--- src/rtl/rca_pkg.sv ---
// ----------------------------------------------------------------------------
// rca_pkg
// Types and constants of the auto-ranging setpoint integrator.
// ----------------------------------------------------------------------------
package rca_pkg;
	localparam int NCH = 4;
	localparam logic [1:0] CMD_RESTART = 2'd0;
	localparam logic [1:0] CMD_CAL     = 2'd1;
	localparam logic [1:0] CMD_FLIGHT  = 2'd2;
	localparam logic CFG_YAW_GAIN = 1'b0;
	localparam logic CFG_POS_GAIN = 1'b1;
	localparam logic [15:0] YAW_GAIN_RST = 16'd655;
	localparam logic [15:0] POS_GAIN_RST = 16'd6554;
	localparam logic signed [31:0] SAT_MAX = 32'sh7fffffff;
	localparam logic signed [31:0] SAT_MIN = 32'sh80000000;

	typedef struct packed {
		logic [1:0]  cmd;
		logic [15:0] sample_ch0;
		logic [15:0] sample_ch1;
		logic [15:0] sample_ch2;
		logic [15:0] sample_ch3;
	} in_item_t;

	typedef struct packed {
		logic signed [31:0] yaw_setpoint;
		logic signed [31:0] x_setpoint;
		logic signed [31:0] y_setpoint;
		logic [30:0]        z_setpoint;
		logic               limits_changed;
	} out_item_t;

	typedef enum logic [2:0] {
		ST_IDLE, ST_DIV, ST_MUL1, ST_MUL2, ST_DONE
	} state_t;

	function automatic logic signed [31:0] sat32(input logic signed [49:0] v);
		if (v > 50'(SAT_MAX)) return SAT_MAX;
		if (v < 50'(SAT_MIN)) return SAT_MIN;
		return v[31:0];
	endfunction
endpackage

--- src/rtl/rc_autorange_setpoint_integrator_core.sv ---
// ----------------------------------------------------------------------------
// rc_autorange_setpoint_integrator_core
// Auto-ranging normalizer of four RC channels feeding four setpoint integrators.
// ----------------------------------------------------------------------------
// One item is handled at a time. Restarts, unknown commands and calibration
// samples that move no limit go straight to storing their result. A sample
// that moves a limit runs a bit-serial restoring divider, one quotient bit per
// cycle over a 50-bit dividend plus a load and a store step, twice per channel
// (scale, then offset) over all four channels. Flight samples then run a
// shift-add multiplier, one multiplier bit per cycle plus a load and a store
// step, twice per channel (scale by sample, gain by normalized value). The
// result waits in an output register; the next item may be taken while it
// waits, and its own result is stored only once that register is free.
module rc_autorange_setpoint_integrator_core #(
	parameter int SAMPLE_BITS = 16
) (
	input  logic clk,
	input  logic arst_n,
	input  logic in_valid,
	output logic in_ready,
	input  rca_pkg::in_item_t in_data,
	output logic out_valid,
	input  logic out_ready,
	output rca_pkg::out_item_t out_data,
	input  logic cfg_valid,
	output logic cfg_ready,
	input  logic cfg_index,
	input  logic [15:0] cfg_data
);
	localparam int SB = SAMPLE_BITS;
	localparam int DW = 50;                      // dividend magnitude width
	localparam logic [SB-1:0] FULL = {SB{1'b1}};

	rca_pkg::state_t st_q, st_d;
	logic [15:0] yaw_gain_q, pos_gain_q;
	logic [SB-1:0] up_q [rca_pkg::NCH];
	logic [SB-1:0] lo_q [rca_pkg::NCH];
	logic signed [31:0] scale_q [rca_pkg::NCH];
	logic signed [31:0] offs_q [rca_pkg::NCH];
	logic signed [31:0] acc_q [rca_pkg::NCH];    // indexed by channel
	logic [SB-1:0] smp_q [rca_pkg::NCH];
	logic [1:0] cmd_q;
	logic chg_q;
	logic [1:0] ch_q;
	logic phase_q;                               // 0 scale / 1 offset
	logic [5:0] bit_q;
	// serial divider
	logic [DW-1:0] rem_q, quo_q;
	logic [SB:0] dmag_q;
	logic neg_q;
	// serial multiplier
	logic signed [49:0] prod_q;
	logic [49:0] mcand_q;
	logic [31:0] mplier_q;
	logic mneg_q;
	logic signed [31:0] norm_q;
	logic ovalid_q;
	rca_pkg::out_item_t out_q;

	assign in_ready = (st_q == rca_pkg::ST_IDLE);
	assign cfg_ready = 1'b1;
	assign out_valid = ovalid_q;
	assign out_data = out_q;

	logic acc_in;
	assign acc_in = in_valid && in_ready;

	logic out_free;
	assign out_free = !ovalid_q || out_ready;

	// Incoming samples and whether any of them moves a limit.
	logic [SB-1:0] smp_in [rca_pkg::NCH];
	logic lim_move, is_smp;
	assign is_smp = (in_data.cmd == rca_pkg::CMD_CAL) || (in_data.cmd == rca_pkg::CMD_FLIGHT);
	always_comb begin
		smp_in[0] = in_data.sample_ch0[SB-1:0];
		smp_in[1] = in_data.sample_ch1[SB-1:0];
		smp_in[2] = in_data.sample_ch2[SB-1:0];
		smp_in[3] = in_data.sample_ch3[SB-1:0];
		lim_move = 1'b0;
		for (int i = 0; i < rca_pkg::NCH; i++)
			if (smp_in[i] > up_q[i] || smp_in[i] < lo_q[i]) lim_move = 1'b1;
	end

	// Operands of the current channel.
	logic signed [SB+1:0] diff, sum;
	assign diff = $signed({2'b00, up_q[ch_q]}) - $signed({2'b00, lo_q[ch_q]});
	assign sum  = $signed({2'b00, up_q[ch_q]}) + $signed({2'b00, lo_q[ch_q]});

	// Dividend magnitude and sign for each phase.
	logic [DW-1:0] num_mag;
	logic num_neg;
	always_comb begin
		if (!phase_q) begin
			num_mag = DW'(1) << (17 + SB);
			num_neg = 1'b0;
		end else begin
			num_mag = DW'(sum) << 16;
			num_neg = 1'b1;
		end
	end

	// Signed quotient from magnitude, saturated when it is stored.
	logic signed [49:0] quo_s;
	assign quo_s = (neg_q) ? -$signed(quo_q) : $signed(quo_q);

	logic [DW:0] trial;
	assign trial = {rem_q, quo_q[DW-1]} - {{(DW-SB){1'b0}}, dmag_q};

	logic gain_sel;
	assign gain_sel = (ch_q == 2'd3);
	logic [15:0] gain;
	assign gain = gain_sel ? yaw_gain_q : pos_gain_q;

	// Normalized value and increment, both saturated.
	logic signed [49:0] prod_t;
	assign prod_t = mneg_q ? -prod_q : prod_q;
	logic signed [31:0] norm_v, inc_v, acc_new;
	assign norm_v = rca_pkg::sat32((prod_t >>> SB) + ((prod_t < 0 && prod_t[SB-1:0] != '0)
		? 50'sd1 : 50'sd0) + 50'(offs_q[ch_q]));
	assign inc_v = rca_pkg::sat32((prod_t >>> 16) + ((prod_t < 0 && prod_t[15:0] != '0)
		? 50'sd1 : 50'sd0));
	always_comb begin
		acc_new = rca_pkg::sat32(50'(acc_q[ch_q]) + 50'(inc_v));
		if (ch_q == 2'd2 && acc_new < 0) acc_new = '0;
	end

	always_comb begin
		st_d = st_q;
		unique case (st_q)
			rca_pkg::ST_IDLE: if (acc_in) begin
				if (is_smp && lim_move) st_d = rca_pkg::ST_DIV;
				else if (in_data.cmd == rca_pkg::CMD_FLIGHT) st_d = rca_pkg::ST_MUL1;
				else st_d = rca_pkg::ST_DONE;
			end
			rca_pkg::ST_DIV:  if (bit_q == 6'(DW + 1)) begin
				if (phase_q && ch_q == 2'd3)
					st_d = (cmd_q == rca_pkg::CMD_FLIGHT) ? rca_pkg::ST_MUL1 : rca_pkg::ST_DONE;
			end
			rca_pkg::ST_MUL1: if (bit_q == 6'(SB + 1)) st_d = rca_pkg::ST_MUL2;
			rca_pkg::ST_MUL2: if (bit_q == 6'd17)
				st_d = (ch_q == 2'd3) ? rca_pkg::ST_DONE : rca_pkg::ST_MUL1;
			rca_pkg::ST_DONE: if (out_free) st_d = rca_pkg::ST_IDLE;
			default: st_d = rca_pkg::ST_IDLE;
		endcase
	end

	always_ff @(posedge clk or negedge arst_n) begin
		if (!arst_n) begin
			st_q <= rca_pkg::ST_IDLE;
			ovalid_q <= 1'b0;
			out_q <= '0;
			chg_q <= 1'b0;
			ch_q <= '0;
			phase_q <= 1'b0;
			bit_q <= '0;
			yaw_gain_q <= rca_pkg::YAW_GAIN_RST;
			pos_gain_q <= rca_pkg::POS_GAIN_RST;
			for (int i = 0; i < rca_pkg::NCH; i++) begin
				up_q[i] <= '0;
				lo_q[i] <= FULL;
				scale_q[i] <= '0;
				offs_q[i] <= '0;
				acc_q[i] <= '0;
			end
		end else begin
			st_q <= st_d;
			if (cfg_valid) begin
				if (cfg_index == rca_pkg::CFG_YAW_GAIN) yaw_gain_q <= cfg_data;
				else pos_gain_q <= cfg_data;
			end
			if (st_q == rca_pkg::ST_DONE && out_free) ovalid_q <= 1'b1;
			else if (ovalid_q && out_ready) ovalid_q <= 1'b0;
			unique case (st_q)
				rca_pkg::ST_IDLE: if (acc_in) begin
					cmd_q <= in_data.cmd;
					for (int i = 0; i < rca_pkg::NCH; i++) smp_q[i] <= smp_in[i];
					ch_q <= '0;
					phase_q <= 1'b0;
					bit_q <= '0;
					if (in_data.cmd == rca_pkg::CMD_RESTART) begin
						for (int i = 0; i < rca_pkg::NCH; i++) begin
							up_q[i] <= '0;
							lo_q[i] <= FULL;
						end
					end else if (is_smp) begin
						for (int i = 0; i < rca_pkg::NCH; i++) begin
							if (smp_in[i] > up_q[i]) up_q[i] <= smp_in[i];
							else if (smp_in[i] < lo_q[i]) lo_q[i] <= smp_in[i];
						end
					end
					chg_q <= is_smp && lim_move;
				end
				rca_pkg::ST_DIV: begin
					if (bit_q == '0) begin
						// Load the dividend and divisor magnitudes.
						rem_q <= '0;
						quo_q <= num_mag;
						dmag_q <= diff[SB+1] ? (SB+1)'(0) - diff[SB:0] : diff[SB:0];
						neg_q <= num_neg ^ diff[SB+1];
						bit_q <= 6'd1;
					end else if (bit_q <= 6'(DW)) begin
						if (!trial[DW]) begin
							rem_q <= trial[DW-1:0];
							quo_q <= {quo_q[DW-2:0], 1'b1};
						end else begin
							rem_q <= {rem_q[DW-2:0], quo_q[DW-1]};
							quo_q <= {quo_q[DW-2:0], 1'b0};
						end
						bit_q <= bit_q + 6'd1;
					end else begin
						logic signed [31:0] r;
						if (diff == '0) r = phase_q ? -32'sd65536 : 32'sd131072;
						else r = rca_pkg::sat32(quo_s);
						if (!phase_q) scale_q[ch_q] <= r;
						else begin
							offs_q[ch_q] <= r;
							ch_q <= ch_q + 2'd1;
						end
						phase_q <= !phase_q;
						bit_q <= '0;
					end
				end
				rca_pkg::ST_MUL1: begin
					if (bit_q == '0) begin
						prod_q <= '0;
						mcand_q <= 50'($unsigned(scale_q[ch_q][31] ? -scale_q[ch_q]
							: scale_q[ch_q]));
						mneg_q <= scale_q[ch_q][31];
						mplier_q <= 32'(smp_q[ch_q]);
						bit_q <= 6'd1;
					end else if (bit_q <= 6'(SB)) begin
						if (mplier_q[0]) prod_q <= prod_q + $signed(mcand_q);
						mcand_q <= mcand_q << 1;
						mplier_q <= mplier_q >> 1;
						bit_q <= bit_q + 6'd1;
					end else begin
						norm_q <= norm_v;
						bit_q <= '0;
					end
				end
				rca_pkg::ST_MUL2: begin
					if (bit_q == '0) begin
						prod_q <= '0;
						mcand_q <= 50'($unsigned(norm_q[31] ? -norm_q : norm_q));
						mneg_q <= norm_q[31];
						mplier_q <= 32'(gain);
						bit_q <= 6'd1;
					end else if (bit_q <= 6'd16) begin
						if (mplier_q[0]) prod_q <= prod_q + $signed(mcand_q);
						mcand_q <= mcand_q << 1;
						mplier_q <= mplier_q >> 1;
						bit_q <= bit_q + 6'd1;
					end else begin
						acc_q[ch_q] <= acc_new;
						ch_q <= ch_q + 2'd1;
						bit_q <= '0;
					end
				end
				rca_pkg::ST_DONE: if (out_free) begin
					out_q.yaw_setpoint <= acc_q[3];
					out_q.x_setpoint <= acc_q[1];
					out_q.y_setpoint <= acc_q[0];
					out_q.z_setpoint <= acc_q[2][30:0];
					out_q.limits_changed <= chg_q;
				end
				default: ;
			endcase
		end
	end
endmodule

--- config.mk ---
export PLATFORM = sky130hd
export DESIGN_NAME = rc_autorange_setpoint_integrator_core
export DESIGN_NICKNAME = d
export VERILOG_FILES = /design/src/rtl/rca_pkg.sv /design/src/rtl/rc_autorange_setpoint_integrator_core.sv
export SDC_FILE = /design/constraint.sdc
export NUM_CORES = 2
export LEC_CHECK = 0
export ABC_CLOCK_PERIOD_IN_PS = 11200
export BUFFER_PORTS_ARGS = -buffer_cell sky130_fd_sc_hd__buf_2
export CAP_MARGIN = 20
export CORE_MARGIN = 2
export CORE_UTILIZATION = 63
export DETAILED_ROUTE_END_ITERATION = 6
export PLACE_DENSITY = 0.85
export REMOVE_ABC_BUFFERS = 1
export SYNTH_ARGS = -nofsm -noshare
export SYNTH_HDL_FRONTEND = slang
export SYNTH_SLANG_ARGS = --single-unit
--- constraint.sdc ---
create_clock -name clk -period 11.2 [get_ports clk]
set_input_delay 0 -clock clk [delete_from_list [all_inputs] [get_ports clk]]
set_output_delay 0 -clock clk [all_outputs]
set_load 0.02 [all_outputs]
; Yosys cells after proc, flatten, opt, wreduce, memory -nomap -nowiden
; Memories as Yosys holds them, arrays and structs flattened.
; Index checks and enable logic that the tools add are counted.
[word_totals]
regBits = 971
ramBits = 64
in_bits = 88
out_inout_bits = 131
word_cells = 323
n_memories = 1
[mem_list]
columns = memory, depth, word_bits, rd, rd_clocked_by_memory_dff, write_ports, line
row1 = smp_q, 4, 16, 1, 0, 4, rc_autorange_setpoint_integrator_core.sv:41  ; logic [SB-1:0] smp_q [rca_pkg::NCH];
[classes]
addsub = 14
order_cmp = 22
eq_ne = 28
mux = 142
bitwise_logic = 7
n_reduce_logical = 66
[ops]
columns = operator, count
row1 = $mux 32, 34
row2 = $mux 50, 11
row3 = $bwmux 128, 3
row4 = $mux 16, 17
row5 = $mux 64, 4
row6 = $bmux 32 s2, 3
row7 = $gt 50x32->1 const B, 2
row8 = $lt 50x32->1 const B, 2
row9 = $neg 50->50, 2
row10 = $pmux 50 s2, 1
row11 = $bmux 16 s2, 2
row12 = $demux 32 s2, 1
row13 = $gt 16x16->1, 4
row14 = $lt 16x16->1, 4
row15 = $neg 32->32, 2
row16 = $pmux 32 s2, 1
row17 = $sub 51x17->51, 1
row18 = $add 50x50->50, 1
row19 = $lt 50x1->1 const B, 1
row20 = $reduce_and 4->1, 10
row21 = $mux 1, 37
row22 = $add 35x32->36, 1
row23 = $add 34x2->35, 1
row24 = $gt 35x32->1 const B, 1
row25 = 51 further kinds, 133

; Longest topological paths before layout
[logic_depth]
ltp_word = 22
ltp_mapped = 35
ltp_nobuf = 31

; Worst setup path before layout
; Ideal clock, no wire load.
[synth_timing]
kind = register -> register
start = register prod_q[1]
end = register acc_q[110] in the netlist's numbering
arrival_time_ns = 7.866
required_time_ns = 11.058
setup_slack_ns = 3.192
stages_incl_launch_ff = 32
n_path_buf = 3
period_less_slack_ns = 8.008
path_cell_list = edfxtp_1 nor4_1 and4_1 clkbuf_1 nand3_1 nor3_1 nand2b_1 o41ai_1 xor2_1 nor2_1 ha_1 a21bo_2 nor4bb_1 nand3_4 nor2b_2 xnor2_1 a211oi_2 buf_4 o21ai_1 ha_1 a211o_1 a2111oi_0 o32ai_1 o21ai_0 nor3_1 nor4_1 o31ai_1 nor3b_1 nor2_1 buf_2 a21oi_1 a211oi_1
[synth_between]
elab_chain_cells = 21
elab_cells_between_ends = 28
[synth_lines]
columns = element, line
row1 = "start, declared", rc_autorange_setpoint_integrator_core.sv:52  ; logic signed [49:0] prod_q;
row2 = "start signal, assigned", rc_autorange_setpoint_integrator_core.sv:233  ; if (mplier_q[0]) prod_q <= prod_q + $signed(mcand_q);
row3 = "start signal, assigned", rc_autorange_setpoint_integrator_core.sv:250  ; if (mplier_q[0]) prod_q <= prod_q + $signed(mcand_q);
row4 = $neg 50->50, rc_autorange_setpoint_integrator_core.sv:117  ; assign prod_t = mneg_q ? -prod_q : prod_q;
row5 = $mux 50 *, rc_autorange_setpoint_integrator_core.sv:117
row6 = $lt 50x1->1 / $reduce_bool 16->1 (equally long branches), rc_autorange_setpoint_integrator_core.sv:121  ; assign inc_v = rca_pkg::sat32((prod_t >>> 16) + ((prod_t < 0 && prod_t[15:0] != '0)
row7 = $logic_and 1x1->1, rc_autorange_setpoint_integrator_core.sv:121
row8 = $mux 1, rc_autorange_setpoint_integrator_core.sv:122  ; ? 50'sd1 : 50'sd0));
row9 = $add 34x2->35 *, rc_autorange_setpoint_integrator_core.sv:121
row10 = $lt 35x32->1, rca_pkg.sv:39  ; if (v < 50'(SAT_MIN)) return SAT_MIN;
row11 = $mux 1 (2 in series), rca_pkg.sv:39
row12 = (+3 left out), -
row13 = $lt 33x32->1, rca_pkg.sv:39
row14 = $mux 1 (2 in series), rca_pkg.sv:39
row15 = $mux 32, rca_pkg.sv:40  ; return v[31:0];
row16 = $mux 32 *, rca_pkg.sv:39
row17 = $lt 32x1->1, rc_autorange_setpoint_integrator_core.sv:125  ; if (ch_q == 2'd2 && acc_new < 0) acc_new = '0;
row18 = $logic_and 1x1->1, rc_autorange_setpoint_integrator_core.sv:125
row19 = $mux 32 *, rc_autorange_setpoint_integrator_core.sv:125
row20 = $bwmux 128 *, rc_autorange_setpoint_integrator_core.sv:255  ; acc_q[ch_q] <= acc_new;
row21 = "end signal, assigned by index", rc_autorange_setpoint_integrator_core.sv:255
row22 = "end, declared", rc_autorange_setpoint_integrator_core.sv:40  ; logic signed [31:0] acc_q [rca_pkg::NCH];
; Mark *: on every way between the ends. The rest lies on a longest branch, timed or not. The select of a mux whose other input is x is not followed.
; A chain may end at the register's enable or synchronous reset.

; Worst setup path in the final report
[layout_timing]
start = register prod_q[6]
end = register acc_q[54] in the netlist's numbering
; Same word-level chain as after synthesis.

==> key figures <==
Detailed routing
  • Number of vias per cell: approximately 6.6
  • Via count: ~49000
  • Initial DRC count: 5937
  • WL per Instance: around 23 um
  • WL final: roughly 170 mm
  • Detail Route Antenna Nets: 0
  • Drt drc: 0
  • DR pass1 iterations: 7

Synth
  • Compound-Gate Fraction of Synth Area: 16.4%
  • Largest family of logic cells by synthesized area: compound AO/OA/AOI/OAI gates
  • Average footprint of a synthesized cell: between 10 and 15 sq um
  • Post-Synthesis Cell Area: between 60000 and 70000 sq um
  • Post-synth EDFFs: between 300 and 400
  • Async SR Flop Fraction: 66.3%
  • Simple-gate area share of the yosys netlist: approximately an eighth
  • Synth Area in Adders: ~6.6%
  • Synth Warn #: 0
  • Top_reg_cell synth: dfrtp_1
  • Synth Register Bits: slightly above 1000
  • Library cells used by synthesis: 104
  • Multiplexer share of the synthesized area: 9.41%
  • Cells after Synth: just under 6000
  • Post-synthesis sequential area ratio: a little under half
  • Post-Synth XOR/XNOR Area: under 10%

Global routing
  • GR Layer Usage met2: a little under three fifths
  • Pin count of the biggest net entering global routing: 194
  • Gr usage total: approximately a third
  • Initial antenna violation count: 4
  • GR Util met1: 44.4%
  • Vias in the first global route: 48700
  • Grt peak-use layer: met2
  • Global-route wire length before repair: roughly 270 mm
  • Met3 track demand over resource: under 10%
  • Final global-route overflow total: 0

Layout
  • Nets: 6468
  • Area added between synthesis and finish: 11.2%
  • Fill cells: approximately 6300
  • Final Util: slightly above 70%
  • Layout cells sized above 1: between 10% and 20%

Clocking
  • Max clock buf depth: 3
  • H-tree Lvls: 3
  • Skew-Pair Late Insertion Delay: between 700 and 800 ps
  • Clk slew on worst S/H paths: 70 ps
  • CTS tree: yes
  • Root buffer cell: clkbuf_16
  • Num CTS Buffers: ~100
  • Postcts setup bufs: 0
  • Clock sinks: around 1000

Timing
  • Worst slew pin tran: roughly 1200 ps
  • Headroom to the max-slew limit: between 20% and 30%
  • Clock skew: 38.4 ps
  • Max frequency: about 0.096 GHz
  • Pins Over Slew Limit: 0
  • Crit path time final: approximately 10000 ps
  • Final worst-path setup slack: roughly 750 ps
  • Fin. Hold Viols: 0
  • Setup violations, final: 0
  • Post-route clock period utilization: approximately 93%
  • RSZ-0062 raised after global routing: false
  • Setup tns final: 0 ps

Floorplan
  • Die X: 313 um
  • Std-Cell Rows: 113
  • Initial Util: a little under two thirds
  • I/O pin count: ~220
  • Chip Height: 313 um
  • Core area: between 90000 and 100000 sq um
  • Die Area: 98200 sq um

Setup path
  • Reg-to-Reg End: acc_q[54]$_DFFE_PN0P_
  • CP max stage delay: just over 700 ps
  • Worst Setup End Kind: flip-flop
  • Worst EP arrival: ~11000 ps
  • Slowest stage cell on the critical path: nor4bb_1
  • Critical path type: reg -> reg
  • CP Max Fanout: 31
  • R2r setup slk: between 700 and 800 ps
  • R2r worst-path depth: 29
  • Startpoint class of the critical path: flip-flop
  • Reg2reg start: prod_q[6]$_SDFFCE_PP0P_
  • Crit path launch: prod_q[6]$_SDFFCE_PP0P_
  • Worst Setup EP: acc_q[54]$_DFFE_PN0P_
  • Worst endpoint required time: about 12000 ps

Power
  • Power density over the cells: between 100 and 150 nW/um^2
  • Switching Fraction: around 24%
  • LEAKAGE: approximately 30 nW
  • Max IR drop VDD: around 0.00012 V
  • Power Total: 8.56 mW
  • Seq pwr share: about 47%
  • Clock power frac: 44.6%
  • Switch Pwr: approximately 2.1 mW
  • Internal Power: 6.49 mW
  • Comb pwr share: a little over 8%

Run status
  • Status: finished, final reports clean

Hold path
  • HP Class: in -> reg

Flow run
  • Max_cap viols: 0

Placement
  • Final GP Congestion: a little under 1
  • Pre-CTS setup slack: 1130 ps
  • IO buf count: between 200 and 250
  • Post-DP HPWL: approximately 120 mm
==> through the flow <==
| stage | hold slack, ps | cell area [sq um] | cells |
|---|---|---|---|
| after floorplan | -296 | 59000 | 5586 |
| after global placement | -50.9 | 62300 | 7127 |
| after detailed placement | -47.7 | 62300 | 7127 |
| after CTS | 43.0 | 67000 | 7414 |
| after global routing | 75.0 | 67100 | 7421 |
| final | 73.9 | 67100 | 7422 |
==> layout make-up <==
class | count | area (sq um) | area share, %
antenna | 1 | 2.50 | 0.00373
clock inverter | 45 | 626 | 0.933
inverter | 265 | 996 | 1.48
tap | 1265 | 1580 | 2.36
multi-input combinational | 4286 | 30400 | 45.3
clock buffer | 150 | 3110 | 4.64
timing repair buffer | 375 | 2610 | 3.89
sequential | 1035 | 27800 | 41.4
==> cells in the mapped netlist, types with 41 or more instances <==
master	number	share of area, %
nor2_1	470	2.9
dfrtp_1	609	25
mux2_2	187	3.5
dfstp_2	77	3.4
nand2_1	572	3.6
clkbuf_1	300	1.9
o21ai_1	71	0.59
xnor2_1	172	2.5
and2_1	49	0.51
mux4_2	143	5.3
a21o_1	103	1.3
nor3_1	110	0.91
ha_1	307	6.4
a211oi_1	203	2.5
o21a_1	47	0.59
nor2b_1	41	0.43
a31oi_1	72	0.75
o21ai_0	516	4.3
xor2_1	139	2.0
a21oi_1	321	2.7
inv_1	264	1.6
nand2b_1	47	0.49
nand3_1	135	1.1
edfxtp_1	349	17
or3_1	49	0.51
o31ai_1	57	0.71
==> layer usage <==
metal	up-vias	wire length, um
met2	2789	81500
met4	6	10700
met5	-	41
li1	21900	-
met3	746	16600
met1	23900	64600
==> how the worst min path moves through the flow <==
stage / start / end / slack, ps / cells after the start
6_report: in_data[19] / smp_q[2][3]$_DFFE_PP_ / 70 / 2
5_1_grt: in_data[26] / smp_q[2][10]$_DFFE_PP_ / 70 / 2
4_1_cts: in_data[16] / smp_q[2][0]$_DFFE_PP_ / 40 / 2
3_5_place_dp: arst_n / out_data[52]$_DFFE_PN0P_ / -50 / 1
3_3_place_gp: arst_n / out_data[52]$_DFFE_PN0P_ / -50 / 1
2_1_floorplan: arst_n / acc_q[0]$_DFFE_PN0P_ / -300 / 0
==> sequential cells by signal, summed over array words and instances, names as in the netlist, 50 cells and up <==
register	cells
mcand_q	50
scale_q	128
lo_q	64
out_data	128
up_q	64
offs_q	128
prod_q	50
acc_q	128
quo_q	50
smp_q	64
rem_q	50
==> what timing repair did <==
action | in CTS | in global routing
endpoints found under the hold margin | 452 | 0
resized for setup | 0 | 1
hold buffers | 92 | 0
setup endpoints to repair | 0 | 37
==> power by group through the flow <==
| stage | clock network (mW) | logic [mW] | registers [mW] |
|---|---|---|---|
| after floorplan | 0 | 0.409 | 4.10 |
| after global placement | 0 | 0.621 | 4.11 |
| after detailed placement | 0 | 0.635 | 4.11 |
| after CTS | 3.81 | 0.673 | 4.04 |
| after global routing | 3.97 | 0.758 | 4.05 |
| final | 3.82 | 0.694 | 4.04 |
==> logic make-up after synthesis <==
| kind of cell | after synthesis |
|---|---|
| buffers and inverters | 605 |
| AND/OR/NAND/NOR | 1699 |
| XOR/XNOR | 311 |
| other | 1 |
| flip-flops | 1035 |
| adder cells (fa/ha/maj) | 314 |
| multiplexers | 365 |
| AO/OA/AOI/OAI | 1596 |
==> critical path: cells and delay by family, from the launching register on <==
| family | cells | cell delay, ps |
|---|---|---|
| buf+inv | 2 | 700 |
| simple gates | 11 | 3930 |
| flops | 1 | 420 |
| xor+xnor | 2 | 500 |
| fa+ha+maj | 2 | 520 |
| compound gates | 12 | 4220 |
==> cell usage in the layout, fill, tap and decap left out, types with 187 or more instances in the layout <==
master    Yosys  layout
inv_1       264     262
buf_2        13     216
a211oi_1    203     203
nor2_1      470     465
edfxtp_1    349     349
o21ai_0     516     516
nand2_1     572     567
mux2_2      187     187
a21oi_1     321     321
dfrtp_1     609     607
ha_1        307     306
No activity file was read; power rests on OpenSTA's default activity.
